===== src/rtl/sbq_hist_mem.sv =====
// Per-channel history memory with registered read data and reset-cleared valid bits.
`default_nettype none

module sbq_hist_mem #(
  parameter int  CHANNELS    = 8,
  parameter int  SAMPLE_BITS = 24,
  localparam int CH_W        = (CHANNELS > 1) ? $clog2(CHANNELS) : 1,
  localparam int ENTRY_W     = 4 * SAMPLE_BITS
) (
  input  wire logic                     clk_i,
  input  wire logic                     rst_ni,
  input  wire logic                     rd_en_i,
  input  wire logic [CH_W-1:0]          rd_idx_i,
  output logic      [ENTRY_W-1:0]       rd_data_o,
  input  wire logic                     wr_en_i,
  input  wire logic [CH_W-1:0]          wr_idx_i,
  input  wire logic [ENTRY_W-1:0]       wr_data_i
);

  logic [ENTRY_W-1:0]  mem_q [CHANNELS];
  logic [ENTRY_W-1:0]  rdata_q;
  logic [CHANNELS-1:0] valid_q;
  logic                rd_vld_q;

  // Write and read the history array
  always_ff @(posedge clk_i) begin
    if (wr_en_i) begin
      mem_q[wr_idx_i] <= wr_data_i;
    end
    if (rd_en_i) begin
      rdata_q <= mem_q[rd_idx_i];
    end
  end

  // Track written entries; unwritten entries read as zero history
  always_ff @(posedge clk_i or negedge rst_ni) begin
    if (!rst_ni) begin
      valid_q  <= '0;
      rd_vld_q <= 1'b0;
    end else begin
      if (wr_en_i) begin
        valid_q[wr_idx_i] <= 1'b1;
      end
      if (rd_en_i) begin
        rd_vld_q <= valid_q[rd_idx_i];
      end
    end
  end

  assign rd_data_o = rd_vld_q ? rdata_q : '0;

endmodule

`default_nettype wire


===== config.mk =====
export PLATFORM = sky130hd
export DESIGN_NAME = sbq_hist_mem
export DESIGN_NICKNAME = d
export VERILOG_FILES = /design/src/rtl/sbq_hist_mem.sv
export SDC_FILE = /design/constraint.sdc
export NUM_CORES = 1
export LEC_CHECK = 0
export BUFFER_PORTS_ARGS = -buffer_cell sky130_fd_sc_hd__buf_2
export CORE_ASPECT_RATIO = 0.8
export CORE_UTILIZATION = 50
export DETAILED_ROUTE_END_ITERATION = 6
export PLACE_DENSITY = 0.73
export SYNTH_ARGS = -nofsm -noshare
export SYNTH_HDL_FRONTEND = slang
export SYNTH_SLANG_ARGS = --single-unit

===== constraint.sdc =====
create_clock -name clk_i -period 2.65 [get_ports clk_i]
set_input_delay 0.53 -clock clk_i [delete_from_list [all_inputs] [get_ports clk_i]]
set_output_delay 0.53 -clock clk_i [all_outputs]
set_load 0.05 [all_outputs]

After elaboration in Yosys (flattened, before gate mapping)
Memories as Yosys holds them, arrays and structs flattened. A register that Yosys moved wholly into a read port is not among the register bits.
Cells that the tools add are included.
Widths: inputs -> output; s select.

cells by class
  bitwise logic cells = 1
  reduce and logical (&&, ||, !) cells = 1
  $lt $le $gt $ge = 3
  mux-type cells = 7

operators by type and width
  kind                number
  $mux 96             1
  $lt 3x4->1 const B  2
  $or 8x8->8          1
  $mux 1              4
  $bmux 1 s3          1
  $demux 1 s3         1
  $ge 3x1->1 const B  1
  $logic_and 1x1->1   1

storage, ports and cells
  output and inout bits = 96
  memories kept = 1
  word-level logic and storage cells = 15
  bits in writable memories = 768
  register bits = 9

memories
  memory  depth  width  read ports  clocked after Yosys merged registers in  write ports  RTL line  text
  mem_q   8      96     1           1                                        1            20        logic [ENTRY_W-1:0] mem_q [CHANNELS];

Longest topological paths before layout
  word-level depth = 5
  depth in mapped cells = 6
  gate-level depth less buffers = 3

Worst setup path before layout
No wires, ideal clock.

  path type = in2reg
  start = input wr_idx_i[0]
  end = register valid_q[0]
  path buffers = 0
  arrival = 7.900 ns
  stages on the path = 3
  required time = 2.544 ns
  path slack = -5.356 ns
  path through = nand2b_1 nor3_1 or2_2

on the way
  longest elaborated chain between the ends = 5
  elaborated cells on any way between the ends = 6
  classes of those cells = 2 x order compare; 2 x mux; 1 x bitwise; 1 x reduce/logical

ends and longest elaborated chain
  item                                                            RTL line  text
  start, declared                                                 16        input wire logic [CH_W-1:0] wr_idx_i,
  $lt 3x4->1 (implied by the code) or $ge 3x1->1 (tied branches)  42        valid_q[wr_idx_i] <= 1'b1;
  $logic_and 1x1->1 (implied by the code)                         42
  $mux 1 (implied by the code)                                    42
  $demux 1 s3 *                                                   42
  $or 8x8->8 (no source line) *                                   -
  end signal, assigned                                            38        valid_q <= '0;
  end signal, assigned by index                                   42
  end, declared                                                   22        logic [CHANNELS-1:0] valid_q;

Mark *: on every way between the ends. The rest lies on a longest branch, timed or not.
A chain may end at the register's enable or synchronous reset.

Final worst setup path
  start = register rd_vld_q
  end = output rd_data_o[26]

on the way
  longest elaborated chain between the ends = 1

ends and longest elaborated chain
  item                    RTL line  text
  start, declared         23        logic rd_vld_q;
  start signal, assigned  45        rd_vld_q <= valid_q[rd_idx_i];
  $mux 96                 50        assign rd_data_o = rd_vld_q ? rdata_q : '0;
  end, declared           14        output logic [ENTRY_W-1:0] rd_data_o,

Every way passes these cells.

==> metrics.txt <==
multiplexer share of the synthesized area 16.73%; vias per cell 5.702; I/O Pins 202; die width 288.1 microns; Hold EP mem_q[0][55]; Req. time, crit path 2120 ps; critical path launch point type register; r2r setup slk 1240 ps; largest net degree at the start of global routing 77; # DRC 26; 1st-pass router iterations 7; commonest cells after routing, fill and taps aside 864 x edfxtp_1, 197 x buf_2, 193 x mux4_2; syn_nets 1,455; leading cell type in the layout, fill and taps excluded edfxtp_1; first-pass GRT wire length 97,480 microns; Die H 230.9 microns; Fillers 4,430; clk sink count 873; Total GRT Usage 20.15%; largest family of logic cells by synthesized area multiplexers; Warnings, synthesis 0; crit path kind register to primary output; Wirelength per Cell 25.57 microns; Clock Latency Late Sink 640 ps; Max FO, Critical Path 16; cts repair resizes 0; CTS buffer count 83; Compound-Gate Fraction of Synth Area 0%; Reg2Reg Depth 2; H-tree Lvls 3; Post-Syn Area 32,740 sq um; initial antenna violation count 14; unrepaired setup endpoints after global routing false; remaining global-route overflow 0; Max Fclk 0.4024 GHz; R2R Path Start mem_q[6][32]; Worst Setup End Kind primary output; share of layout cells above drive strength 1 40.71%; Max Root-Sink Buffers 3; Hold Crit Depth 1; Post-Place Worst Slack 466.4 ps; max-cap violations 0; slowest cell on the critical path dfrtp_4; Rows 83; DR iter-0 viols 1,326; simple-gate share of the synthesized area 2.167%; DIE AREA 66,510 sq um; placed standard-cell area 35,440 sq um; Worst Skew 21.66 ps; Synth Area in Adders 0%; worst path arrival time 1960 ps; Slew Limit Fails 0; relative slew slack 61.55%; post-synthesis sequential area ratio 79.94%; vias in the first global route 15,460; violated checks DRC; HPWL Detailed 36,200 microns; Final Hold Fails 0; CP max stage delay 530 ps; maximum vdd drop 0.0004832 V; hold_sp wr_data_i[55]; initial core utilization 50.77%; Worst-path clk slew 60 ps; Post-DRT Antenna Nets 0; Tcrit/Tclk final 93.78%; Tot Pwr 30,100 uW; status finished with violations; Post-Synth XOR/XNOR Area 0%; Root Driver clkbuf_16; Cell Pwr Density 787.4 nW/um^2; Syn-to-layout area delta 16.78%; final worst setup slack 164.8 ps; min cycle time layout 2485 ps; gpl congestion 0.7226; PortBufs 201; fin nets 1,740; CTS tree done; Leakage 0.01252 uW; routed via count 14,580; slew of the pin with the lowest slew margin 576.7 ps; worst min-delay path class input pin to register; Final setup violation count 0; core area 64,490 sq um; Synth Instances 1,349; Total Routed Length 65,380 microns; post-route cell area 38,230 sq um; synth unique cells 18; post-synthesis register bit count 873; Crit Reg-Reg Endpoint rdata_q[32]; CP cell instances buf_4, and2_1, buf_2; Avg Synthesized Cell Area 24.27 sq um
## logic make-up (layout without fill, tap and decap cells)
kind of cell / Yosys count / in the layout
buffers and inverters: 65 / 416
multiplexers: 294 / 294
other: 0 / 7
AND/OR/NAND/NOR: 117 / 117
flip-flops: 873 / 873
## metal layers
layer	wire, microns	GRT usage (%)	part of all wire (%)	vias up
met4	985	4.613	1.5	24
met2	31960	32.12	49	462
li1	-	-	-	6231
met5	150	0	0.23	-
met3	4681	4.862	7.2	95
met1	27600	28.38	42	7768
## synthesized netlist by cell type (all sizes together)
cell type  count  area (sq um)
and2          96         600.6
buf           35         269.0
clkbuf        29         108.9
dfrtp          9         225.2
edfxtp       864         25940
inv            1         3.750
mux2          96          1081
mux2i          5         50.05
mux4         193          4347
nand2          2         7.510
nand2b         3         18.77
nor2           6         22.52
nor3           2         10.01
or2            8         50.05
## area by class of cell
| cell class | instances | area, sq um | area share, % |
|---|---|---|---|
| antenna | 7 | 17.52 | 0.04582 |
| clock buffer | 105 | 2191 | 5.730 |
| clock inverter | 46 | 544.3 | 1.424 |
| inverter | 1 | 3.754 | 0.009818 |
| multi-input combinational | 411 | 6279 | 16.42 |
| sequential | 873 | 26170 | 68.46 |
| tap | 850 | 1064 | 2.782 |
| timing repair buffer | 264 | 1959 | 5.125 |
## metrics by stage
stage	std cells	hold slack (ps)	utilization [%]	TNS, ps
final	2557	153.3	59.28	0
after floorplan	1349	234.4	-	-149460
after global routing	2550	123.6	59.26	0
after detailed placement	2395	394.8	54.96	0
after global placement	2395	385.0	54.96	0
after CTS	2550	110.5	59.26	0
## how the worst max path moves through the flow
stage	from	end	slack [ps]	cells past startpoint
after global routing	rd_vld_q	rd_data_o[31]	80	3
after CTS	rd_vld_q	rd_data_o[22]	110	4
after detailed placement	rd_idx_i[0]	rdata_q[76]	470	5
final	rd_vld_q	rd_data_o[26]	160	3
after floorplan	wr_idx_i[0]	mem_q[0][0]	-830	2
after global placement	rd_idx_i[0]	rdata_q[65]	500	5
## power breakdown
part	internal [uW]	total, uW	switching (uW)
Combinational	877	2390	1520
Clock	6800	11800	5020
Sequential	15800	15900	129
## registers in the layout, indices dropped and copies added (netlist names)
signal	flops
rd_vld_q	1
mem_q	768
valid_q	8
rdata_q	96
## worst max-delay path: cells and delay by family (launching register included)
family	cells	cell delay (ps)
buf+inv	2	550
flops	1	530
simple gates	1	240
## timing repair
action	4_1_cts	5_1_grt
hold buffers	1	0
setup buffers	3	0
hold endpoints to repair	9	0
setup endpoints to repair	22	0
No activity file was read; power rests on OpenSTA's default activity.
