File: config.mk
export PLATFORM = sky130hd
export DESIGN_NAME = sbq_cfg_regs
export DESIGN_NICKNAME = d
export VERILOG_FILES = /design/src/rtl/sbq_pkg.sv /design/src/rtl/sbq_cfg_regs.sv
export SDC_FILE = /design/constraint.sdc
export NUM_CORES = 1
export LEC_CHECK = 0
export BUFFER_PORTS_ARGS = -buffer_cell sky130_fd_sc_hd__buf_2
export CAP_MARGIN = 15
export CELL_PAD_IN_SITES_DETAIL_PLACEMENT = 0
export CELL_PAD_IN_SITES_GLOBAL_PLACEMENT = 2
export CORE_ASPECT_RATIO = 0.75
export CORE_MARGIN = 5
export CORE_UTILIZATION = 38
export DETAILED_ROUTE_END_ITERATION = 12
export GPL_TIMING_DRIVEN = 0
export PLACE_DENSITY_LB_ADDON = 0.1
export SLEW_MARGIN = 20
export SYNTH_ARGS = -nofsm -noshare
export SYNTH_HDL_FRONTEND = slang
export SYNTH_SLANG_ARGS = --single-unit
File: constraint.sdc
create_clock -name clk_i -period 1.5 [get_ports clk_i]
set_clock_uncertainty 0.15 [all_clocks]
set_input_delay 0.225 -clock clk_i [delete_from_list [all_inputs] [get_ports clk_i]]
set_output_delay 0.225 -clock clk_i [all_outputs]
set_load 0.01 [all_outputs]
File: src/rtl/sbq_pkg.sv
// Shared types and constants for the shelving biquad filter.
`default_nettype none

package sbq_pkg;

  // Coefficient format: signed Q7.24 held in 32 bits
  localparam int COEF_W     = 32;
  localparam int CH_FIELD_W = 3;
  localparam int REG_IDX_W  = 3;

  // Register map
  typedef enum logic [REG_IDX_W-1:0] {
    REG_COEF_FF0 = 3'd0,
    REG_COEF_FF1 = 3'd1,
    REG_COEF_FF2 = 3'd2,
    REG_COEF_FB1 = 3'd3,
    REG_COEF_FB2 = 3'd4,
    REG_BYPASS   = 3'd5
  } cfg_reg_e;

  // Unity gain in Q7.24
  localparam logic signed [COEF_W-1:0] COEF_FF0_RST = 32'sd16777216;

  typedef struct packed {
    logic signed [COEF_W-1:0] ff0;
    logic signed [COEF_W-1:0] ff1;
    logic signed [COEF_W-1:0] ff2;
    logic signed [COEF_W-1:0] fb1;
    logic signed [COEF_W-1:0] fb2;
  } coef_set_t;

  typedef struct packed {
    coef_set_t coef;
    logic      bypass;
  } cfg_t;

endpackage

`default_nettype wire

File: src/rtl/sbq_cfg_regs.sv
// Configuration register file: coefficients and bypass flag.
`default_nettype none

module sbq_cfg_regs
  import sbq_pkg::*;
(
  input  wire logic                 clk_i,
  input  wire logic                 rst_ni,
  input  wire logic                 cfg_we_i,
  input  wire logic [REG_IDX_W-1:0] cfg_idx_i,
  input  wire logic [COEF_W-1:0]    cfg_data_i,
  output cfg_t                      cfg_o
);

  cfg_t cfg_q;

  // Decode the write index; unknown indexes drop the write
  always_ff @(posedge clk_i or negedge rst_ni) begin
    if (!rst_ni) begin
      cfg_q.coef.ff0 <= COEF_FF0_RST;
      cfg_q.coef.ff1 <= '0;
      cfg_q.coef.ff2 <= '0;
      cfg_q.coef.fb1 <= '0;
      cfg_q.coef.fb2 <= '0;
      cfg_q.bypass   <= 1'b1;
    end else if (cfg_we_i) begin
      unique case (cfg_reg_e'(cfg_idx_i))
        REG_COEF_FF0: cfg_q.coef.ff0 <= $signed(cfg_data_i);
        REG_COEF_FF1: cfg_q.coef.ff1 <= $signed(cfg_data_i);
        REG_COEF_FF2: cfg_q.coef.ff2 <= $signed(cfg_data_i);
        REG_COEF_FB1: cfg_q.coef.fb1 <= $signed(cfg_data_i);
        REG_COEF_FB2: cfg_q.coef.fb2 <= $signed(cfg_data_i);
        REG_BYPASS:   cfg_q.bypass   <= cfg_data_i[0];
        default: ;
      endcase
    end
  end

  assign cfg_o = cfg_q;

endmodule

`default_nettype wire

Yosys cells after proc, flatten, opt, wreduce, memory -nomap -nowiden
Index checks and enable logic that the tools add are counted.

storage, ports and cells
  flip-flop bits (word level) = 161
  bits of input ports = 38
  output and inout bits = 161
  logic and storage cells = 18

operators by class
  eq/ne operators = 5
  reduce and logical (&&, ||, !) cells = 7

operator list
  cell                                                                    number
  2-bit AND reduction                                                     6
  3-bit by 2-bit equality test with 1-bit output (second input constant)  2
  3-bit equality test (second input constant)                             2
  3-bit by 1-bit equality test with 1-bit output (second input constant)  1
  3-bit logical NOT                                                       1

Longest topological paths before layout
  word-level depth = 2
  gate-level depth with buffers = 4
  mapped depth without buffers = 2

Worst setup path before layout
Ideal clock, no wire load.

  path kind = input to register
  start point = input port cfg_idx_i[1]
  end point = register cfg_q (netlist bit cfg_o[130])
  library setup time = 0.125 ns
  arrival = 1.148 ns
  required time = 1.225 ns
  path slack = 0.077 ns
  cell stages on the path = 3
  buffers on the path = 1
  path through = nor4b_4 > buf_6 > mux2_2

on the way
  cells in the longest elaborated chain, start to end = 2

ends and longest elaborated chain
  what                           line                source
  from (decl)                    sbq_cfg_regs.sv:10  input wire logic [REG_IDX_W-1:0] cfg_idx_i,
  3-bit logical NOT              sbq_cfg_regs.sv:27  unique case (cfg_reg_e'(cfg_idx_i))
  2-bit AND reduction (no line)  --
  to (decl)                      sbq_cfg_regs.sv:15  cfg_t cfg_q;

No other way between the ends.
A chain may end at the register's enable or synchronous reset.

Final worst setup path
  start point = register cfg_q (netlist bit cfg_o[0])
  end point = output port cfg_o[0] in the netlist's numbering

RTL lines
  what       line                source
  to (decl)  sbq_cfg_regs.sv:12  output cfg_t cfg_o

No word-level cell between the ends.

==> metrics.txt <==
crit-path leading delay family=flip-flops; MaxCap Viol Count=0; r2r setup slk=0.57 ns; antenna viol nets, final=0; Critical Path AT=1.07 ns; timing-limited maximum frequency=692 MHz; Final Setup Violations=0; P&R area growth vs syn=36.5%; Netlist Area Pre-Place=0.00623 mm^2; largest net degree at the start of global routing=59; Root Buffer Master=clkbuf_16; Max-slew headroom=62.3%; total negative slack=0 ns; Ports=199; Std-Cell Rows=40; Critical R2R Launch=cfg_o[118]; global-route wire length before repair=24000 um; drt initial violations=83; mean post-synth cell area=18.0 um^2; period utilization=96.4%; crit path buf inv count=1; DP HPWL=10800 um; Die W=158 um; Seq/Total Area, Yosys=64.7%; worst min path class=in2reg; Vias/cell=4.67; crit path time final=1.45 ns; initial antenna violation count=0; Slew @ Worst Pin=0.563 ns; WL/cell=18.8 um; # fillers=1347; CP Capture Type=output pin; Final #Nets=637; Starting Density=38.8%; final wirelength=15500 um; Mapped Nets=384; PnR Total Power=13.1 mW; layout cells sized above 1=66.0%; clk slew on worst S/H paths=0.06 ns; TritonCTS buffer count=17; CTS tree=done; Yosys warning count=0; core area=0.0161 mm^2; count of different cell masters after synthesis=13; Worst VDD drop=0.788 mV; H-tree depth=4; Die Y-Extent=121 um; worst reg2reg path depth=1; DRC errors left=0; Worst-Skew Late Latency=0.41 ns; Min-Delay Endpoint=cfg_o[0]; area of the die=0.0191 mm^2; WHS Path Cells=3; hold path start=cfg_we_i; critical path class=reg2out; GPL Wtd Cong=0.736; setup bufs post-CTS=0; DR pass1 iterations=3; Clock Tree Buf Depth=2; total gr overflow=0; Startpoint Class=flop; antenna fix cells=0; Sequential cell area=0.00403 mm^2; LEAKAGE=4.07 nW; Mapped Cells=346; status=completed; Final Hold Fails=0; max reg flops=161; Pwr Density=1540 mW/mm^2; vias in the first global route=4207; number of vias in the routed layout=3841; crit-path cells=buf_2; RSZ-0062 raised after global routing=false; Max FO, Critical Path=2; clock sinks=161; Critical Path RT=1.12 ns; Slew Viols, Final=0; reg2reg end=cfg_o[118]; Multi-input gate area=0.00200 mm^2; critical path's largest stage delay=0.53 ns; Final Hold Slack=0.0856 ns; PortBufs=198; Total Routing Usage GR=16.6%; Seq cells post-synth=161; Worst path slowest cell=dfstp_2
cells in the mapped netlist, drive strengths merged:
| master | count | area, um^2 |
|---|---|---|
| nor4bb | 3 | 30.0 |
| mux2 | 161 | 1930 |
| dfstp | 2 | 52.6 |
| dfrtp | 159 | 3980 |
| buf | 18 | 199 |
| nor4b | 1 | 23.8 |
| nand4b | 2 | 23.8 |
logic make-up (layout without fill, tap and decap cells):
group	Yosys count	after routing	synth area share [%]
simple gates	6	6	1.24
flops	161	161	64.7
mux	161	161	30.9
buf+inv	18	284	3.19
per-stage QoR:
stage | cells | util [%] | worst slack, ns | cell area (um^2)
detailed placement | 756 | 47.0 | -0.323 | 7550
global placement | 754 | 46.6 | -2.34 | 7490
CTS | 821 | 52.8 | 0.0283 | 8480
finish | 822 | 52.9 | 0.0546 | 8510
global route | 822 | 52.9 | 0.00837 | 8510
floorplan | 346 | - | 0.0768 | 6230
area by class of cell:
| type | count | share of cell area [%] |
|---|---|---|
| clock buffer | 24 | 5.78 |
| tap | 210 | 3.09 |
| clock inverter | 8 | 1.19 |
| timing repair buffer | 234 | 16.7 |
| buffer | 18 | 2.34 |
| multi-input combinational | 167 | 23.6 |
| sequential | 161 | 47.4 |
metal layers:
metal	GRT usage, %	part of all wire [%]	vias up
li1	-	-	1755
met2	26.0	48	107
met5	0	0	-
met4	5.00	1.3	0
met1	21.5	43	1964
met3	6.10	7.7	15
how the worst max path moves through the flow:
stage / from / endpoint / slack (ns) / cells after the start
4_1_cts: cfg_o[0] / cfg_o[0] / 0.03 / 1
3_5_place_dp: cfg_idx_i[1] / cfg_o[146] / -0.32 / 4
3_3_place_gp: rst_ni / cfg_o[121] / -2.34 / 1
2_1_floorplan: cfg_idx_i[1] / cfg_o[130] / 0.08 / 3
6_report: cfg_o[0] / cfg_o[0] / 0.05 / 1
5_1_grt: cfg_o[0] / cfg_o[0] / 0.008 / 1
power breakdown:
| group | switching, mW | internal (mW) |
|---|---|---|
| clock network | 1.70 | 2.63 |
| registers | 0.489 | 5.31 |
| logic | 1.38 | 1.58 |
| total | 3.57 | 9.52 |
timing repair:
item | CTS | global route
gates resized for setup | 0 | 1
endpoints found under the setup margin | 0 | 58
hold endpoints to repair | 264 | 0
hold buffers | 33 | 0
cells in the final DEF, fill, tap and decap left out:
cell type,count
clkinvlp_4,3
mux2_2,122
clkbuf_16,18
clkbuf_1,3
buf_6,9
dlygate4sd3_1,33
buf_2,200
nand4b_2,1
dfrtp_1,159
dfstp_2,2
mux2_4,30
bufinv_16,2
nor4bb_1,3
inv_6,1
clkbuf_8,4
buf_16,2
clkinv_2,2
mux2_1,9
nand4b_1,1
buf_12,4
nor4b_4,1
buf_4,3
(Power assumes the default switching activity.)
